`src/hw/rtl/ssi_pkg.sv`:
```
package ssi_pkg;

    localparam int CORDIC_STEPS_DEF = 16;
    localparam int MAX_ITER         = 24;

    localparam logic signed [15:0] ONE_Q12 = 16'sd4096;

    // angle constants in q30 radians
    localparam logic [37:0] PI_Q30      = 38'd3373259426;
    localparam logic [37:0] HALF_PI_Q30 = 38'd1686629713;
    localparam logic [37:0] TWO_PI_Q30  = 38'd6746518852;
    localparam logic [37:0] TWO_PI_X2   = 38'd13493037704;
    localparam logic [37:0] TWO_PI_X4   = 38'd26986075408;

    // atan(2^-i) in q30, entry 0 is pi/4
    localparam logic [29:0] ATAN_Q30 [MAX_ITER] = '{
        30'd843314857, 30'd497837829, 30'd263043837, 30'd133525159,
        30'd67021687,  30'd33543516,  30'd16775851,  30'd8388437,
        30'd4194283,   30'd2097149,   30'd1048576,   30'd524288,
        30'd262144,    30'd131072,    30'd65536,     30'd32768,
        30'd16384,     30'd8192,      30'd4096,      30'd2048,
        30'd1024,      30'd512,       30'd256,       30'd128
    };

    typedef struct packed {
        logic signed [31:0] from_value;
        logic signed [31:0] to_value;
        logic signed [15:0] blend_weight;
        logic signed [15:0] arc_angle;
    } t_in;

    typedef struct packed {
        logic signed [31:0] blended_value;
        logic               sine_zero;
    } t_out;

endpackage

```
`src/hw/rtl/ssi_cordic.sv`:
```
module ssi_cordic #(
    parameter int STEPS = ssi_pkg::CORDIC_STEPS_DEF
) (
    input  logic               i_clk,
    input  logic               i_en,
    input  logic signed [31:0] i_angle,
    output logic signed [31:0] o_sine
);

    localparam int NUSED = (STEPS > ssi_pkg::MAX_ITER) ? ssi_pkg::MAX_ITER : STEPS;
    localparam int W     = 34;

    logic signed [W-1:0] r_x    [NUSED+1];
    logic signed [W-1:0] r_y    [NUSED+1];
    logic signed [W-1:0] r_z    [NUSED+1];
    logic                r_zero [NUSED+1];

    always_ff @(posedge i_clk) begin
        if (i_en) begin
            r_x[0]    <= W'(34'sd536870912);
            r_y[0]    <= '0;
            r_z[0]    <= W'(i_angle);
            r_zero[0] <= (i_angle == '0);
        end
    end

    for (genvar i = 0; i < NUSED; i++) begin : g_step
        logic signed [W-1:0] xs;
        logic signed [W-1:0] ys;
        logic signed [W-1:0] t;

        assign xs = r_x[i] >>> i;
        assign ys = r_y[i] >>> i;
        assign t  = $signed(W'(ssi_pkg::ATAN_Q30[i]));

        always_ff @(posedge i_clk) begin
            if (i_en) begin
                if (r_z[i] >= 0) begin
                    r_x[i+1] <= r_x[i] - ys;
                    r_y[i+1] <= r_y[i] + xs;
                    r_z[i+1] <= r_z[i] - t;
                end else begin
                    r_x[i+1] <= r_x[i] + ys;
                    r_y[i+1] <= r_y[i] - xs;
                    r_z[i+1] <= r_z[i] + t;
                end
                r_zero[i+1] <= r_zero[i];
            end
        end
    end

    // exact zero angle gives exactly zero sine
    assign o_sine = r_zero[NUSED] ? '0 : r_y[NUSED][31:0];

endmodule

```
`config.mk`:
```
export PLATFORM = sky130hd
export DESIGN_NAME = ssi_cordic
export DESIGN_NICKNAME = d
export VERILOG_FILES = /design/src/hw/rtl/ssi_pkg.sv /design/src/hw/rtl/ssi_cordic.sv
export SDC_FILE = /design/constraint.sdc
export NUM_CORES = 2
export LEC_CHECK = 0
export BUFFER_PORTS_ARGS = -buffer_cell sky130_fd_sc_hd__buf_2
export CAP_MARGIN = 20
export CORE_AREA = 2 2 404 406
export CTS_CLUSTER_DIAMETER = 30
export DETAILED_ROUTE_END_ITERATION = 10
export DIE_AREA = 0 0 406 408
export GPL_TIMING_DRIVEN = 1
export PLACE_DENSITY_LB_ADDON = 0.05
export SETUP_SLACK_MARGIN = 0.05
export SYNTH_ARGS = -nofsm -noshare
export SYNTH_HDL_FRONTEND = slang
export SYNTH_SLANG_ARGS = --single-unit
```
`constraint.sdc`:
```
create_clock -name i_clk -period 6 [get_ports i_clk]
set_input_delay 1.2 -clock i_clk [delete_from_list [all_inputs] [get_ports i_clk]]
set_output_delay 1.2 -clock i_clk [all_outputs]
set_load 0.03 [all_outputs]
```
# Word level (Yosys, flattened, before mapping)
# Memories as Yosys holds them, arrays and structs flattened.
# Index checks and enable logic that the tools add are counted.
# totals
ramBits,1751
mem_count,4
elab_cells,311
ff_bits,0
input_bits,34
# mem_list
memory,words,width,read_ports,rd_clocked_by_memory_dff,wr,line_no,source
r_x,17,34,16,0,17,ssi_cordic.sv:13,logic signed [W-1:0] r_x [NUSED+1];
r_y,17,34,17,0,17,ssi_cordic.sv:14,logic signed [W-1:0] r_y [NUSED+1];
r_z,17,34,16,0,17,ssi_cordic.sv:15,logic signed [W-1:0] r_z [NUSED+1];
r_zero,17,1,17,0,17,ssi_cordic.sv:16,logic r_zero [NUSED+1];
# op_classes
order_cmp,16
mux,147
reduce_logical,1
addsub,95
bitwise,48
# ops
operator,n
two-way mux 34 bit,48
"greater-or-equal comparator 34 x 1 -> 1 bit, second input constant",16
two-way mux 1 bit,98
adder 34 x 19 -> 34 bit,2
adder 34 x 20 -> 34 bit,2
adder 34 x 21 -> 34 bit,2
adder 34 x 22 -> 34 bit,2
"adder 34 x 22 -> 34 bit, second input constant",2
adder 34 x 23 -> 34 bit,2
adder 34 x 24 -> 34 bit,2
adder 34 x 25 -> 34 bit,2
adder 34 x 26 -> 34 bit,2
adder 34 x 27 -> 34 bit,2
adder 34 x 28 -> 34 bit,2
adder 34 x 29 -> 34 bit,2
adder 34 x 30 -> 34 bit,2
adder 34 x 31 -> 34 bit,2
adder 34 x 32 -> 34 bit,2
adder 34 x 33 -> 34 bit,2
subtractor 34 x 19 -> 34 bit,2
subtractor 34 x 20 -> 34 bit,2
subtractor 34 x 21 -> 34 bit,2
subtractor 34 x 22 -> 34 bit,2
"subtractor 34 x 22 -> 34 bit, second input constant",2
44 further kinds,103

# Logic depth before layout (Yosys ltp)
# An unclocked memory read counts as a cell.
# logic_depth
word_depth,6
ltp_mapped,24
ltp_nobuf,21

# Worst setup path after synthesis
# Ideal clock, no wire load.
# synth_timing
path_kind,input -> register
start,input i_en
end,memory r_z[6][33] (data pin)
setup_time_ps,258
t_required_ps,5742
arrival_time_ps,5878
setup_slack_ps,-135
path_stages,19
cell_sequence,buf_6 > buf_6 > buf_6 > clkbuf_1 > nand2_1 > clkbuf_1 > inv_1 > ha_1 > a21o_1 > a21o_1 > a211oi_1 > nor3_1 > o211ai_1 > a21oi_1 > o32ai_1 > o21ai_1 > a221o_1 > a21oi_1 > xnor2_1
# synth_rtl
item,line_no,source
from (decl),ssi_cordic.sv:5,"input logic i_en,"
to (decl),ssi_cordic.sv:15,

==> results.cfg <==
[critical_path]
slowest_stage = edfxtp_1
cp.required_ns = 6.61
path_depth = 20
worstSetupPathType = reg2reg
crit_end = r_y[11][32]
crit_start = r_x[10][18]
end_kind = flop
cp-start-kind = flop
crit_buf_inv = 1
r2r_slack_ns = 0.64
worst-path-max-fanout = 5
max_stage_delay_ns = 0.52
timing.rr.start = r_x[10][18]
worst-r2r-cell-count = 20
cp_cell_sequence = nor3_1, nand2b_1, nor4_1, nand2b_1, or4_1, nor3_1, nor2_1, xnor2_1, ha_1, nand3_1, nor3_1, nand4_1, a211oi_1, buf_4, o31ai_1, o21ai_0, nand2b_1, o21bai_1, a21oi_1, xnor2_1
worstPathArrival_ns = 5.97
r2r-end = r_y[11][32]
crit_family = simple AND/OR/NAND/NOR gates

[logic_synthesis]
ys_types = 107
synthFlopType = edfxtp_1
synth-seq-area-share = 0.367
yosys_warnings = 0
synthAdderAreaFrac = 0.125
synth-xor-area-share = 0.133
synth_top_family_by_area = compound AO/OA/AOI/OAI gates
synth_edf_count = 1155
synthMuxAreaShare = 0.00892
synth-seq-cells = 1155
syn_inst = 9964
synthArstFlopShare = 0
synthSimpleGateAreaFrac = 0.136
synth_compound_area_frac = 0.199
syn_area_sq_um = 94600
syn_area_per_cell_sq_um = 9.49
syn-num-nets = 10900

[clock_network]
ctsHtreeMaxLevel = 5
cts_tree = done
hold_buffers = 0
root_buffer = clkbuf_16
clock_sinks = 1155
cts_setup_buffers = 0
ctsLongestPathBuffers = 4
cts_made_buffers = 283
clock_latency_ns = 0.90
cts_resized = 0
clk_pin_slew_ns = 0.05

[final_layout]
drive_gt1_frac = 0.0751
multi_input_area_sq_um = 56800
syn_to_final_growth_pct = 12.5
fillerInstances = 13000
regArea_sq_um = 34700
nets = 11000

[detailed_routing]
num_vias = 75500
wl_per_cell_microns = 19.7
postRouteAntennaNets = 0
avgViaCountPerCell = 6.08
dr.max_layer_used = met4
post-route-drc-count = 0
wl_met1_microns = 108000
wl_met3_microns = 13400
drt_iter0_drc = 6199
dr_wl_met2_microns = 114000
first_pass_iters = 8
routed_wl_microns = 245000

[die]
core_area_sq_um = 162000
die_h_microns = 408
initial_utilization = 0.585
pin_count = 66
die_area_sq_um = 166000
std_cell_rows = 148
die_x_microns = 406

[global_routing]
grt_pass1_wl_microns = 387000
track_usage = 0.289
antenna_found_initial = 5
grt_pass1_vias = 72400
grt-ovfl-total = 0
grt_max_degree = 166

[flow_run]
drv_cap = 0

[run_status]
status = finished clean

[place]
dp_hpwl_microns = 187000
portBuffers = 65
gp_congestion = 0.982

[sta]
fin_tns_setup_ns = 0
worstMarginPinSlew_ns = 1.02
setup_viol = 0
slew_viol_final = 0
fmax_mhz = 187
finalHoldViolations = 0
slew_headroom = 0.321
period_needed_ns = 5.36
rsz0062_at_grt = false
post-route-period-util = 0.893
skew_ns = 0.0539

[min_path]
hp-class = reg2reg
synth_stat cells (27+ instances only):
| master | instances | area (sq um) |
|---|---|---|
| o21ai_0 | 500 | 2500 |
| nor2_1 | 767 | 2880 |
| o21bai_1 | 117 | 878 |
| or2_2 | 44 | 275 |
| nand2_1 | 616 | 2310 |
| nand3b_1 | 30 | 225 |
| a21o_1 | 373 | 2800 |
| a211oi_1 | 73 | 548 |
| nor3_1 | 237 | 1190 |
| buf_1 | 65 | 244 |
| xor2_1 | 398 | 3490 |
| a31oi_1 | 116 | 726 |
| nor2b_1 | 162 | 1010 |
| nand2b_1 | 128 | 801 |
| and3_1 | 89 | 557 |
| o211ai_1 | 54 | 405 |
| nand3_1 | 189 | 946 |
| a21oi_1 | 967 | 4840 |
| ha_1 | 877 | 11000 |
| edfxtp_1 | 1155 | 34700 |
| o22ai_1 | 44 | 275 |
| o31ai_1 | 85 | 638 |
| mux2i_1 | 46 | 460 |
| and2_1 | 59 | 369 |
| a211o_1 | 32 | 280 |
| o21a_1 | 128 | 961 |
| mux2_2 | 34 | 383 |
| nor4_1 | 66 | 413 |
| fa_1 | 30 | 601 |
| o41ai_1 | 27 | 236 |
| xnor2_1 | 1039 | 9100 |
| a21boi_0 | 47 | 353 |
| or3_1 | 87 | 544 |
| buf_2 | 33 | 165 |
| inv_1 | 399 | 1500 |
| clkbuf_1 | 267 | 1000 |
| nand4_1 | 79 | 494 |
cell type report:
type,instances,share of cell area
Timing Repair Buffer,173,0.0114
Inverter,405,0.0143
Multi-Input combinational cell,8026,0.534
Tap cell,2175,0.0256
Sequential cell,1155,0.326
Antenna cell,2,0.0000471
Clock inverter,179,0.0200
Clock buffer,310,0.0681
metal layers:
| metal | global-route usage | vias to the layer above |
|---|---|---|
| met4 | 0.115 | 0 |
| met3 | 0.0391 | 555 |
| met2 | 0.473 | 2220 |
| met5 | 0 | - |
| li1 | - | 37000 |
| met1 | 0.388 | 35700 |
through the flow:
step	instances	hold slack, ns	utilization	instance area, sq um	setup WS, ns
2_1_floorplan	9964	0.400	-	94600	0.0649
3_3_place_gp	11900	0.401	0.600	97000	0.393
3_5_place_dp	11900	0.405	0.600	97000	0.306
4_1_cts	12400	0.400	0.658	106000	0.731
5_1_grt	12400	0.422	0.658	106000	0.251
6_report	12400	0.404	0.658	106000	0.640
sequential cells by signal (all words and copies together), names as in the netlist:
| signal | flops |
|---|---|
| r_y | 379 |
| r_x | 330 |
| r_z | 429 |
| r_zero | 17 |
logic make-up after synthesis:
kind of cell / after synthesis
compound gates: 2928
simple gates: 2654
xor+xnor: 1437
flops: 1155
fa+ha+maj: 927
buf+inv: 783
mux: 80
how the worst min path moves through the flow:
stage          slack (ns)      endpoint  depth (start not counted)          from
4_1_cts              0.40  r_zero[1][5]                          0  r_zero[1][4]
6_report             0.40  r_zero[1][5]                          0  r_zero[1][4]
3_3_place_gp         0.40     r_z[6][1]                          0     r_z[5][1]
2_1_floorplan        0.40   r_z[11][16]                          0   r_z[10][16]
3_5_place_dp         0.40   r_z[14][16]                          0   r_z[13][16]
5_1_grt              0.42  r_zero[1][2]                          0  r_zero[1][1]
layout by cell type (no fill, tap or decap), types with 64 or more instances in the layout:
cell type	netlist	routed
a211oi_1	73	73
a21o_1	373	373
a21oi_1	967	967
a31oi_1	116	116
and3_1	89	89
buf_2	33	64
buf_4	6	103
clkbuf_16	0	286
edfxtp_1	1155	1155
ha_1	877	877
inv_1	399	396
nand2_1	616	613
nand2b_1	128	128
nand3_1	189	189
nand4_1	79	79
nor2_1	767	767
nor2b_1	162	162
nor3_1	237	237
nor4_1	66	66
o21a_1	128	128
o21ai_0	500	500
o21bai_1	117	117
o31ai_1	85	85
or3_1	87	87
xnor2_1	1039	1039
xor2_1	398	398
Power is left out: the tool's default activity adds up to more than one toggle a clock period on the data nets, which glitch-free logic cannot reach.
